===== src/hdl/c_rules_signed_integer_parser_defines.svh =====
// ----------------------------------------------------------------------------
// c_rules_signed_integer_parser_defines
// assertion macros used by the parse module
// ----------------------------------------------------------------------------
`ifndef C_RULES_SIGNED_INTEGER_PARSER_DEFINES_SVH
`define C_RULES_SIGNED_INTEGER_PARSER_DEFINES_SVH

// concurrent check, masked while reset is asserted
`define CSIP_ASSERT(lbl, prop, msg) \
  lbl: assert property (@(posedge clk) disable iff (!rst_n) prop) else $error(msg);

// concurrent check that also holds across reset
`define CSIP_ASSERT_RST(lbl, prop, msg) \
  lbl: assert property (@(posedge clk) prop) else $error(msg);

`endif


===== src/hdl/csip_pkg.sv =====
// ----------------------------------------------------------------------------
// csip_pkg
// types, character codes and digit helpers for the signed integer parser
// ----------------------------------------------------------------------------
`default_nettype none

package csip_pkg;

  localparam int CharW = 8;
  localparam int ValW  = 64;

  // parse phase
  typedef enum logic [1:0] {
    PH_SIGN   = 2'd0,
    PH_ZERO   = 2'd1,
    PH_DIGITS = 2'd2
  } phase_t;

  // radix select
  typedef enum logic [1:0] {
    RX_DEC = 2'd0,
    RX_HEX = 2'd1,
    RX_BIN = 2'd2,
    RX_OCT = 2'd3
  } radix_t;

  // ascii codes the prefix and sign logic looks for
  localparam logic [CharW-1:0] CH_PLUS  = 8'h2B;
  localparam logic [CharW-1:0] CH_MINUS = 8'h2D;
  localparam logic [CharW-1:0] CH_ZERO  = 8'h30;
  localparam logic [CharW-1:0] CH_X_LO  = 8'h78;
  localparam logic [CharW-1:0] CH_X_UP  = 8'h58;
  localparam logic [CharW-1:0] CH_B_LO  = 8'h62;
  localparam logic [CharW-1:0] CH_B_UP  = 8'h42;

  // one input character
  typedef struct packed {
    logic [CharW-1:0] char_byte;
    logic             is_last;
  } char_item_t;

  // finished number, magnitude before sign is applied
  typedef struct packed {
    logic            is_valid;
    logic            neg;
    logic [ValW-1:0] mag;
  } fin_item_t;

  // classified character
  typedef struct packed {
    logic       ok;
    logic [3:0] val;
  } digit_t;

  // map a character to its digit value, 0 to 15
  function automatic digit_t digit_of(input logic [CharW-1:0] c);
    digit_t d;
    d.ok  = 1'b1;
    d.val = 4'd0;
    if (c inside {[8'h30:8'h39]}) begin
      d.val = 4'(c - 8'h30);
    end else if (c inside {[8'h61:8'h66]}) begin
      d.val = 4'(c - 8'h57);
    end else if (c inside {[8'h41:8'h46]}) begin
      d.val = 4'(c - 8'h37);
    end else begin
      d.ok = 1'b0;
    end
    return d;
  endfunction

  // numeric radix of a select code
  function automatic logic [4:0] radix_value(input radix_t r);
    logic [4:0] v;
    case (r)
      RX_HEX:  v = 5'd16;
      RX_BIN:  v = 5'd2;
      RX_OCT:  v = 5'd8;
      default: v = 5'd10;
    endcase
    return v;
  endfunction

endpackage

`default_nettype wire


===== src/hdl/csip_in_stage.sv =====
// ----------------------------------------------------------------------------
// csip_in_stage
// input register holding one character for the parse stage
// ----------------------------------------------------------------------------
`default_nettype none

module csip_in_stage (
  input  wire logic                     clk,
  input  wire logic                     rst_n,
  input  wire logic                     in_valid,
  output logic                          in_stall,
  input  wire logic [7:0]               in_char_byte,
  input  wire logic                     in_is_last,
  output logic                          a_valid,
  output csip_pkg::char_item_t          a_item,
  input  wire logic                     a_stall
);
  import csip_pkg::*;

  logic       a_valid_r;
  char_item_t a_item_r;

  // hold only while a character sits here and the parser cannot take it
  assign in_stall = a_valid_r & a_stall;
  assign a_valid  = a_valid_r;
  assign a_item   = a_item_r;

  // occupancy
  always_ff @(posedge clk) begin
    if (!rst_n) begin
      a_valid_r <= 1'b0;
    end else if (!in_stall) begin
      a_valid_r <= in_valid;
    end
  end

  // character payload
  always_ff @(posedge clk) begin
    if (!in_stall && in_valid) begin
      a_item_r.char_byte <= in_char_byte;
      a_item_r.is_last   <= in_is_last;
    end
  end

endmodule

`default_nettype wire


===== src/hdl/csip_parse.sv =====
// ----------------------------------------------------------------------------
// csip_parse
// sign, prefix and digit state machine with the digit accumulator
// ----------------------------------------------------------------------------
`default_nettype none

`include "c_rules_signed_integer_parser_defines.svh"

module csip_parse (
  input  wire logic                     clk,
  input  wire logic                     rst_n,
  input  wire logic                     a_valid,
  input  wire csip_pkg::char_item_t     a_item,
  output logic                          a_stall,
  output logic                          fin_valid,
  output csip_pkg::fin_item_t           fin_item,
  input  wire logic                     fin_stall
);
  import csip_pkg::*;

  phase_t          phase_r, phase_nxt;
  logic            par_r, par_nxt;
  radix_t          rx_r, rx_nxt;
  radix_t          rx_use;
  logic [ValW-1:0] acc_r, acc_nxt;
  logic [ValW-1:0] acc_scaled;
  logic            seen_r, seen_nxt;
  logic            bad_r, bad_nxt;
  logic            take;
  digit_t          dig;
  logic            dig_fits;
  logic            step;
  logic            fin_valid_r;
  fin_item_t       fin_r, fin_nxt;
  logic [CharW-1:0] c;

  assign c = a_item.char_byte;

  // a last character needs room in the finish register
  assign a_stall   = a_item.is_last & fin_valid_r & fin_stall;
  assign step      = a_valid & ~a_stall;
  assign fin_valid = fin_valid_r;
  assign fin_item  = fin_r;

  // digit classification against the radix in use
  assign dig      = digit_of(c);
  assign dig_fits = dig.ok & ({1'b0, dig.val} < radix_value(rx_use));

  // accumulator times radix plus digit
  always_comb begin
    case (rx_use)
      RX_HEX:  acc_scaled = {acc_r[ValW-5:0], dig.val};
      RX_OCT:  acc_scaled = {acc_r[ValW-4:0], dig.val[2:0]};
      RX_BIN:  acc_scaled = {acc_r[ValW-2:0], dig.val[0]};
      default: acc_scaled = {acc_r[ValW-4:0], 3'b000} + {acc_r[ValW-2:0], 1'b0}
                            + {{(ValW-4){1'b0}}, dig.val};
    endcase
  end

  // next parse state
  always_comb begin
    phase_nxt = phase_r;
    par_nxt   = par_r;
    rx_nxt    = rx_r;
    rx_use    = rx_r;
    take      = 1'b0;
    case (phase_r)
      PH_SIGN: begin
        if (c == CH_MINUS) begin
          par_nxt = ~par_r;
        end else if (c != CH_PLUS) begin
          if (c == CH_ZERO) begin
            phase_nxt = PH_ZERO;
          end else begin
            rx_nxt    = RX_DEC;
            rx_use    = RX_DEC;
            phase_nxt = PH_DIGITS;
            take      = 1'b1;
          end
        end
      end
      PH_ZERO: begin
        phase_nxt = PH_DIGITS;
        if (c == CH_X_LO || c == CH_X_UP) begin
          rx_nxt = RX_HEX;
        end else if (c == CH_B_LO || c == CH_B_UP) begin
          rx_nxt = RX_BIN;
        end else begin
          rx_nxt = RX_OCT;
          rx_use = RX_OCT;
          take   = 1'b1;
        end
      end
      default: begin
        take = 1'b1;
      end
    endcase
  end

  // digit bookkeeping
  always_comb begin
    acc_nxt  = acc_r;
    seen_nxt = seen_r;
    bad_nxt  = bad_r;
    if (take) begin
      seen_nxt = 1'b1;
      if (dig_fits) begin
        acc_nxt = acc_scaled;
      end else begin
        bad_nxt = 1'b1;
      end
    end
  end

  // finished number on the last character
  always_comb begin
    fin_nxt.neg      = par_nxt;
    fin_nxt.is_valid = 1'b0;
    fin_nxt.mag      = '0;
    case (phase_nxt)
      PH_SIGN: begin
        fin_nxt.is_valid = 1'b0;
      end
      PH_ZERO: begin
        fin_nxt.is_valid = 1'b1;
      end
      default: begin
        fin_nxt.is_valid = seen_nxt & ~bad_nxt;
        fin_nxt.mag      = (seen_nxt & ~bad_nxt) ? acc_nxt : '0;
      end
    endcase
  end

  // parse state, back to start after each last character
  always_ff @(posedge clk) begin
    if (!rst_n) begin
      phase_r <= PH_SIGN;
      par_r   <= 1'b0;
      rx_r    <= RX_DEC;
      acc_r   <= '0;
      seen_r  <= 1'b0;
      bad_r   <= 1'b0;
    end else if (step) begin
      if (a_item.is_last) begin
        phase_r <= PH_SIGN;
        par_r   <= 1'b0;
        rx_r    <= RX_DEC;
        acc_r   <= '0;
        seen_r  <= 1'b0;
        bad_r   <= 1'b0;
      end else begin
        phase_r <= phase_nxt;
        par_r   <= par_nxt;
        rx_r    <= rx_nxt;
        acc_r   <= acc_nxt;
        seen_r  <= seen_nxt;
        bad_r   <= bad_nxt;
      end
    end
  end

  // finish register occupancy
  always_ff @(posedge clk) begin
    if (!rst_n) begin
      fin_valid_r <= 1'b0;
    end else if (step && a_item.is_last) begin
      fin_valid_r <= 1'b1;
    end else if (!fin_stall) begin
      fin_valid_r <= 1'b0;
    end
  end

  // finish register payload
  always_ff @(posedge clk) begin
    if (step && a_item.is_last) begin
      fin_r <= fin_nxt;
    end
  end

  // checks
  `CSIP_ASSERT(a_restart, (step && a_item.is_last) |=> (phase_r == PH_SIGN && acc_r == '0 && !par_r && !seen_r && !bad_r), "parser did not restart after last character")
  `CSIP_ASSERT(a_seen_phase, seen_r |-> (phase_r == PH_DIGITS), "digit seen outside digit phase")
  `CSIP_ASSERT(a_acc_idle, (phase_r != PH_DIGITS) |-> (acc_r == '0 && !bad_r), "accumulator busy before digit phase")
  `CSIP_ASSERT(a_invalid_zero, (fin_valid_r && !fin_r.is_valid) |-> (fin_r.mag == '0), "invalid number carries a value")
  `CSIP_ASSERT_RST(a_reset_empty, !rst_n |=> !fin_valid_r, "finish register not empty after reset")

endmodule

`default_nettype wire


===== src/hdl/csip_out_stage.sv =====
// ----------------------------------------------------------------------------
// csip_out_stage
// applies the sign and holds the result for the output channel
// ----------------------------------------------------------------------------
`default_nettype none

module csip_out_stage (
  input  wire logic                     clk,
  input  wire logic                     rst_n,
  input  wire logic                     fin_valid,
  input  wire csip_pkg::fin_item_t      fin_item,
  output logic                          fin_stall,
  output logic                          out_valid,
  input  wire logic                     out_stall,
  output logic                          out_is_valid,
  output logic signed [63:0]            out_value
);
  import csip_pkg::*;

  logic                   out_valid_r;
  logic                   is_valid_r;
  logic signed [ValW-1:0] value_r, value_nxt;
  logic                   load;

  assign fin_stall    = out_valid_r & out_stall;
  assign load         = fin_valid & ~fin_stall;
  assign out_valid    = out_valid_r;
  assign out_is_valid = is_valid_r;
  assign out_value    = value_r;

  // two's complement negate when the count of minus signs is odd
  assign value_nxt = fin_item.neg ? signed'({ValW{1'b0}} - fin_item.mag)
                                  : signed'(fin_item.mag);

  // output occupancy
  always_ff @(posedge clk) begin
    if (!rst_n) begin
      out_valid_r <= 1'b0;
    end else if (!fin_stall) begin
      out_valid_r <= fin_valid;
    end
  end

  // result payload
  always_ff @(posedge clk) begin
    if (load) begin
      is_valid_r <= fin_item.is_valid;
      value_r    <= value_nxt;
    end
  end

endmodule

`default_nettype wire


===== src/hdl/c_rules_signed_integer_parser.sv =====
// Streaming signed integer parser with C literal rules. Characters arrive one per transfer,
// the last one flagged by in_is_last; leading '+'/'-' set the sign, a 0x, 0b or 0 prefix
// picks hex, binary or octal, otherwise decimal. The block takes one character every cycle
// unless in_stall holds it (a last character waits while the finish register is held full):
// each character passes an input register, then one update of the parse state and
// accumulator (a shift for hex/octal/binary, shift-and-add for decimal) by the single
// 64-bit multiply-accumulate. The result of a number (is_valid and the 64-bit wrapped value,
// zero when invalid) passes the finish register, then is negated into the output register.
// ----------------------------------------------------------------------------
// c_rules_signed_integer_parser
// top level: input register, parse stage, sign and output register
// ----------------------------------------------------------------------------
`default_nettype none

module c_rules_signed_integer_parser (
  input  wire logic                     clk,
  input  wire logic                     rst_n,
  input  wire logic                     in_valid,
  output logic                          in_stall,
  input  wire logic [7:0]               in_char_byte,
  input  wire logic                     in_is_last,
  output logic                          out_valid,
  input  wire logic                     out_stall,
  output logic                          out_is_valid,
  output logic signed [63:0]            out_value
);
  import csip_pkg::*;

  logic       a_valid;
  char_item_t a_item;
  logic       a_stall;
  logic       fin_valid;
  fin_item_t  fin_item;
  logic       fin_stall;

  // character input register
  csip_in_stage u_in_stage (
    .clk          (clk),
    .rst_n        (rst_n),
    .in_valid     (in_valid),
    .in_stall     (in_stall),
    .in_char_byte (in_char_byte),
    .in_is_last   (in_is_last),
    .a_valid      (a_valid),
    .a_item       (a_item),
    .a_stall      (a_stall)
  );

  // sign, prefix and digit parsing
  csip_parse u_parse (
    .clk       (clk),
    .rst_n     (rst_n),
    .a_valid   (a_valid),
    .a_item    (a_item),
    .a_stall   (a_stall),
    .fin_valid (fin_valid),
    .fin_item  (fin_item),
    .fin_stall (fin_stall)
  );

  // sign and result register
  csip_out_stage u_out_stage (
    .clk          (clk),
    .rst_n        (rst_n),
    .fin_valid    (fin_valid),
    .fin_item     (fin_item),
    .fin_stall    (fin_stall),
    .out_valid    (out_valid),
    .out_stall    (out_stall),
    .out_is_valid (out_is_valid),
    .out_value    (out_value)
  );

endmodule

`default_nettype wire


===== config.mk =====
export PLATFORM = sky130hd
export DESIGN_NAME = c_rules_signed_integer_parser
export DESIGN_NICKNAME = d
export VERILOG_FILES = /design/src/hdl/csip_pkg.sv /design/src/hdl/csip_in_stage.sv /design/src/hdl/csip_parse.sv /design/src/hdl/csip_out_stage.sv /design/src/hdl/c_rules_signed_integer_parser.sv
export VERILOG_INCLUDE_DIRS = /design/src /design/src/hdl
export SDC_FILE = /design/constraint.sdc
export NUM_CORES = 1
export LEC_CHECK = 0
export ABC_AREA = 1
export BUFFER_PORTS_ARGS = -buffer_cell sky130_fd_sc_hd__buf_4
export CAP_MARGIN = 25
export CORE_ASPECT_RATIO = 0.5
export CORE_UTILIZATION = 60
export CTS_CLUSTER_SIZE = 24
export DETAILED_ROUTE_END_ITERATION = 10
export GPL_TIMING_DRIVEN = 0
export PLACE_DENSITY_LB_ADDON = 0.05
export SLEW_MARGIN = 5
export SYNTH_ARGS = -nofsm -noshare
export SYNTH_HDL_FRONTEND = slang
export SYNTH_HIERARCHICAL = 1
export SYNTH_SLANG_ARGS = --single-unit

===== constraint.sdc =====
create_clock -name clk -period 7.44 [get_ports clk]
set_input_delay 0.372 -clock clk [delete_from_list [all_inputs] [get_ports clk]]
set_output_delay 0.372 -clock clk [all_outputs]
set_load 0.01 [all_outputs]

==> run_results.csv, run 1 <==
group,metric,value,unit
setup_path,cp_slowest_cell,"fa_1",
setup_path,cp_max_fo,8,
global_routing,grt_util_met3,11.4,%
finish,nets,3199,
yosys,synth_ff_type,"edfxtp_1",
clock_network,clock-sinks,214,
yosys,synth_seq_cells,214,
global_routing,met2_usage,60.2,%
setup_path,path_delay_family,"simple AND/OR/NAND/NOR gates",
setup_path,cp_data_required_time,7.71,ns
floorplan,fp-row-count,45,
setup_path,worstPathBufferInverterCount,5,
yosys,syn_avg_cell_area,6.43,µm²
detailed_routing,firstDrtPassIters,8,
detailed_routing,post_drt_via_cell_ratio,5.79,
floorplan,ioPinCount,80,
sta,period_minus_slack,4.74,ns
sta,setup_violations,0,
clock_network,clk_latency,0.52,ns
placement,place_ws,2.89,ns
yosys,synth_nets,3095,
sta,tns,0,ns
floorplan,die_h,128,µm
setup_path,critical_path.startpoint_type,"flop",
detailed_routing,drt_wl_total,67.0,mm
global_routing,grt_usage,41.2,%
sta,fmax,211,MHz
sta,rsz0062_at_grt,"false",
yosys,synth_compound_area_share,11.7,%
yosys,synth_cells,2947,
setup_path,path_depth,23,
yosys,syn_area,0.0189,mm²
global_routing,first_global_vias,17900,
yosys,synth_adder_area_share,8.96,%
detailed_routing,post_drt_wl_per_cell,19.2,µm
clock_network,cts.path.max_buffers,3,
finish,final_area,0.0208,mm²
clock_network,h-tree-depth,1,
floorplan,core-area,0.0307,mm²
placement,placed_cell_area,0.0201,mm²
global_routing,antenna_found_initial,2,
power,ir_drop,0.152,mV
sta,fin_skew,0.0161,ns
global_routing,gr-max-usage-layer,"met2",
setup_path,critical_path_class,"reg2reg",
yosys,synth_top_family_by_area,"simple AND/OR/NAND/NOR gates",
setup_path,max_stage_delay,0.50,ns
setup_path,path_cells,"inv_1 > ha_1 > inv_1 > nand3_1 > nand4_1 > nand2_4 > nand3_1 > inv_1 > ha_1 > ha_1 > inv_1 > fa_1 > inv_1 > nand3_1 > nand3_1 > nand2_1 > nand2_1 > nand3_1 > nand3_1 > nand2_1 > nor2_1 > o21ai_0 > and3_1",
global_routing,grt_pass1_wl,101,mm
setup_path,critPathArrivalTime,5.01,ns
floorplan,fp.dieW,253,µm
sta,hold_viol_final,0,
detailed_routing,drt_iter0_markers,2678,
sta,finalCritPeriodShare,63.7,%
yosys,ys_async_sr_fraction,0,%
worst_hold_path,hold_path_depth,1,
yosys,ys_warn_count,6,
detailed_routing,vias,20200,
clock_network,clk_pin_slew_worst_paths,0.07,ns
power,p_per_area,132,mW/mm²
clock_network,cts-root-buf,"clkbuf_16",
setup_path,end_kind,"flop",
placement,dpl.hpwl,53.8,mm
placement,port_buffers,79,
yosys,synth_cell_types,48,
global_routing,grt-ovfl-total,0,
sta,drv_slew,0,
clock_network,cts_setup_buffers,0,
worst_hold_path,min-delay-path-class,"in2reg",
detailed_routing,drc,0,
finish,fill_cells,2732,
sta,fin_ws,2.70,ns
finish,area_growth,9.90,%
yosys,synth-simple-area-share,35.9,%
setup_path,crit_top_cell,"nand3_1",
floorplan,start_util,61.7,%
clock_network,ctsHoldBuffers,0,
setup_path,worst-r2r-cell-count,23,
global_routing,met1_usage,60.0,%
run,drv_cap,0,
floorplan,die_area,0.0323,mm²
status,status,"finished clean",
yosys,seq_area_frac_synth,30.0,%
finish,final_layout_size_suffix_gt1_share,6.98,%
clock_network,cts_resized,0,
yosys,yosys.area_share.xor_xnor,2.45,%
placement,routabilityCongestion,1.06,
clock_network,cts_tree,"done",
global_routing,grt_max_degree,49,
sta,relSlewSlack,36.0,%
power,p_leak,10.1,nW
detailed_routing,ant_nets,0,
clock_network,cts_buffers,21,
yosys,synth_edf_count,140,
sta,worst_slew_pin_slew,0.960,ns
yosys,synth_mux_area_share,0,%
-- cells in the mapped netlist, types with 11 or more instances --
master | n | area [µm²]
dfxtp_1 | 74 | 1480
nand2_2 | 13 | 81.3
nand4_1 | 50 | 313
xor2_1 | 29 | 254
nor2_1 | 283 | 1060
nor2_2 | 16 | 100
inv_1 | 450 | 1690
nand3_1 | 147 | 736
ha_1 | 134 | 1680
xnor2_1 | 24 | 210
a21oi_1 | 169 | 846
o22ai_1 | 41 | 257
edfxtp_1 | 140 | 4200
buf_2 | 21 | 105
and3_1 | 28 | 175
nand3_2 | 11 | 110
clkbuf_1 | 55 | 206
o21ai_1 | 36 | 180
o221ai_1 | 17 | 149
nand2_1 | 1036 | 3890
o21ai_0 | 68 | 340
nor3_1 | 14 | 70.1
-- metal layers --
layer  routed length [µm]  vias up  part of all wire (%)
met2                26600     1226                    40
li1                     -     9686                     -
met5                   68        -                  0.10
met4                 1580        2                   2.4
met3                10300      148                    15
met1                28400     9150                    42
-- flip-flops by register name, indices dropped and copies added (netlist names), 2 cells and up --
register               count
u_parse/rx_r               2
u_parse/phase_r            2
u_parse/acc_r             64
u_out_stage/out_value     64
u_in_stage/a_item          9
u_parse/fin_item          66
-- power breakdown --
group          switching, mW  total (mW)  internal, mW  leakage (nW)
clock network          0.472        1.08         0.609         0.341
registers             0.0302        1.32          1.29          1.83
logic                  0.253       0.351        0.0980          7.90
-- cell type report --
class | instances | area (µm²) | share of cell area, %
Tap cell | 423 | 529 | 2.54
Timing Repair Buffer | 81 | 633 | 3.04
Multi-Input combinational cell | 2192 | 11200 | 53.7
Clock buffer | 27 | 598 | 2.87
Clock inverter | 11 | 103 | 0.493
Buffer | 85 | 372 | 1.79
Inverter | 456 | 1710 | 8.22
Sequential cell | 214 | 5690 | 27.3
Antenna cell | 2 | 5.00 | 0.0240
-- final timing paths --
path | start | to | slack, ns
worst max-delay path | u_in_stage/a_item[2] | u_parse/fin_item[52] | 2.70
worst min-delay path | in_char_byte[7] | u_in_stage/a_item[8] | 0.03
worst max register to register | u_in_stage/a_item[2] | u_parse/fin_item[52] | 2.70
worst min register to register | u_parse/fin_item[65] | u_out_stage/out_is_valid | 0.44
-- logic make-up after synthesis --
group                      count (synthesis)
AOI/OAI and AO/OA                        378
xor gates and xnor gates                  53
adders and majority gates                135
buffers and inverters                    541
DFF                                      214
and+or+nand+nor                         1626
-- metrics by stage --
step           hold WS [ns]  util [%]  power [mW]  instances
2_1_floorplan         0.400         -        1.56       2947
3_3_place_gp          0.405      65.4        1.68       3449
3_5_place_dp          0.413      65.5        1.68       3451
4_1_cts              0.0187      67.8        2.74       3489
5_1_grt              0.0177      67.8        2.83       3489
6_report             0.0279      67.8        2.76       3491
-- cell usage in the layout (no fill, tap or decap), types with 6 or more instances in the layout --
| cell | n |
|---|---|
| nand2_4 | 6 |
| o21ai_4 | 6 |
| nor2_1 | 282 |
| xor2_1 | 29 |
| o22ai_1 | 41 |
| nand2_2 | 13 |
| inv_1 | 449 |
| nor2_2 | 16 |
| ha_1 | 134 |
| buf_2 | 21 |
| o21bai_1 | 10 |
| edfxtp_1 | 140 |
| buf_4 | 82 |
| inv_2 | 6 |
| and3_1 | 28 |
| and2_1 | 6 |
| nand2_1 | 1036 |
| o221ai_1 | 17 |
| o21ai_1 | 36 |
| a211oi_1 | 6 |
| clkbuf_1 | 56 |
| a21oi_1 | 169 |
| xnor2_1 | 24 |
| o21ai_0 | 68 |
| nand3_1 | 147 |
| dfxtp_1 | 74 |
| clkbuf_16 | 21 |
| nand3_2 | 11 |
| a221oi_1 | 10 |
| nand4_1 | 50 |
| nor3_1 | 14 |
No activity file was read; power rests on OpenSTA's default activity.
==> inputs of run 2 (changes only) <==
==> constraint.sdc (replaced) <==
create_clock -name clk -period 4.4 [get_ports clk]
set_input_delay 0.22 -clock clk [delete_from_list [all_inputs] [get_ports clk]]
set_output_delay 0.22 -clock clk [all_outputs]
set_load 0.01 [all_outputs]
==> run_results.csv, run 2 (synthesis gave the netlist of run 1 again) <==
group,metric,value,unit
detailed_routing,drt_iter0_markers,2578,
power,pwr-share-clk,39.1,%
clock_network,cts_tree,"done",
detailed_routing,post_drt_wl_per_cell,19.2,µm
power,p_leak,10.2,nW
clock_network,cts-root-buf,"clkbuf_16",
global_routing,antenna_found_initial,2,
setup_path,path_delay_family,"simple AND/OR/NAND/NOR gates",
setup_path,cp_data_required_time,4.67,ns
power,p_switching,1.29,mW
setup_path,cp_max_fo,5,
global_routing,first_global_vias,18000,
finish,final_layout_size_suffix_gt1_share,7.92,%
floorplan,die_area,0.0323,mm²
floorplan,core-area,0.0307,mm²
sta,worst_slew_pin_slew,0.965,ns
sta,fin_hold_ws,0.0131,ns
setup_path,end_kind,"flop",
clock_network,clock-sinks,214,
finish,final_area,0.0210,mm²
power,internal-power,3.39,mW
power,p_comb_share,13.1,%
floorplan,fp.dieW,253,µm
sta,period_minus_slack,4.23,ns
finish,largest_register_ffs,66,
global_routing,grt_pass1_wl,101,mm
global_routing,grt_max_degree,49,
sta,tns,0,ns
placement,port_buffers,79,
detailed_routing,post_drt_via_cell_ratio,5.80,
setup_path,critPathArrivalTime,4.50,ns
setup_path,crit_top_cell,"nand2_1",
setup_path,timing.rr.end,"u_parse/fin_item[43]",
detailed_routing,ant_nets,0,
run,drv_cap,0,
finish,stdcell_count,3504,
sta,setup_violations,0,
sta,fin_ws,0.170,ns
detailed_routing,firstDrtPassIters,8,
placement,dp.cells,3451,
finish,nets,3212,
floorplan,fp-row-count,45,
finish,final_common_cell,"nand2_1",
setup_path,path_depth,25,
floorplan,start_util,61.7,%
sta,relSlewSlack,35.7,%
setup_path,worstPathBufferInverterCount,2,
sta,fin_skew,0.0216,ns
finish,fill_cells,2689,
placement,routabilityCongestion,1.06,
clock_network,clk_pin_slew_worst_paths,0.07,ns
status,status,"finished clean",
power,p_seq_share,47.8,%
power,ir_drop,0.254,mV
power,p_per_area,223,mW/mm²
worst_hold_path,holdCritStartpoint,"in_valid",
sta,finalCritPeriodShare,96.1,%
setup_path,max_stage_delay,0.46,ns
global_routing,grt-ovfl-total,0,
finish,area_growth,11.1,%
global_routing,grt_usage,41.3,%
sta,drv_slew,0,
placement,placed_cell_area,0.0201,mm²
detailed_routing,vias,20300,
finish,fin_util,68.6,%
clock_network,h-tree-depth,1,
clock_network,clk_latency,0.52,ns
power,total_power,4.68,mW
placement,place_ws,-0.151,ns
setup_path,worst-r2r-cell-count,25,
setup_path,cp_slowest_cell,"edfxtp_1",
power,swShare,27.5,%
finish,layout_common_cells,"1035 x nand2_1, 448 x inv_1, 275 x nor2_1",
sta,fmax,236,MHz
clock_network,cts.path.max_buffers,3,
setup_path,startpoint,"u_in_stage/a_item[1]",
floorplan,die_h,128,µm
setup_path,critical_path_class,"reg2reg",
detailed_routing,drt_wl_total,67.3,mm
setup_path,r2r-start,"u_in_stage/a_item[1]",
clock_network,cts_buffers,21,
sta,hold_viol_final,0,
detailed_routing,drc,0,
worst_hold_path,min-delay-path-class,"in2reg",
placement,dpl.hpwl,53.8,mm
setup_path,critical_path.startpoint_type,"flop",
setup_path,crit_end,"u_parse/fin_item[43]",
setup_path,reg2reg_setup_slack,0.17,ns
floorplan,ioPinCount,80,
[run 2: cell count changes in the layout (fill, tap and decap cells not counted), moves of 3 or more]
| cell | before | now |
|---|---|---|
| nor2_2 | 16 | 21 |
| nor2_1 | 282 | 275 |
| a21oi_2 | 1 | 5 |
| buf_4 | 82 | 85 |
| nand3_1 | 147 | 144 |
| nand3_2 | 11 | 14 |
| o21ai_0 | 68 | 64 |
| a21oi_1 | 169 | 165 |
| dlygate4sd3_1 | 0 | 10 |
| o21ai_2 | 2 | 8 |
[run 2: final cells by class]
type,instances,area [µm²],share of cell area (%)
well taps,423,529,2.52
plain buffers,85,374,1.78
clock inverters,11,103,0.488
inverters,456,1710,8.14
multi-input cells,2192,11300,53.6
repair buffers,94,756,3.59
diodes,2,5.00,0.0238
flip-flops and latches,214,5690,27.0
clock buffers,27,598,2.84
[run 2: power by group through the flow]
stage | Sequential (mW) | Clock, mW | Combinational (mW)
global placement | 2.28 | 0 | 0.551
finish | 2.24 | 1.83 | 0.613
detailed placement | 2.28 | 0 | 0.560
floorplan | 2.27 | 0 | 0.361
global route | 2.24 | 1.91 | 0.653
CTS | 2.24 | 1.83 | 0.572
[run 2: repair_timing]
item | CTS | global route
pin swaps | 0 | 2
buffers inserted | 0 | 3
hold buffers | 10 | 0
setup endpoints to repair | 7 | 71
hold endpoints to repair | 12 | 0
gates resized for setup | 3 | 34
gates cloned | 0 | 0
[run 2: layer usage]
metal | vias to the layer above | track usage [%] | wire length, µm
li1 | 9708 | - | -
met3 | 128 | 11.7 | 10300
met1 | 9189 | 59.9 | 28400
met4 | 2 | 8.91 | 1560
met2 | 1291 | 60.5 | 26900
met5 | - | 1.65 | 68
[run 2: worst min-delay path, cell delays in order]
cell,delay (ns)
buf_4,0.11
inv_1,0.08
a21oi_2,0.06
[run 2: worst min-delay path by stage]
stage | to | depth (start not counted)
after floorplan | u_parse/fin_valid | 2
after global placement | u_in_stage/a_item[1] | 1
after detailed placement | u_in_stage/a_item[3] | 1
after CTS | u_out_stage/out_valid | 3
after global routing | u_in_stage/a_valid | 3
final | u_in_stage/a_valid | 3
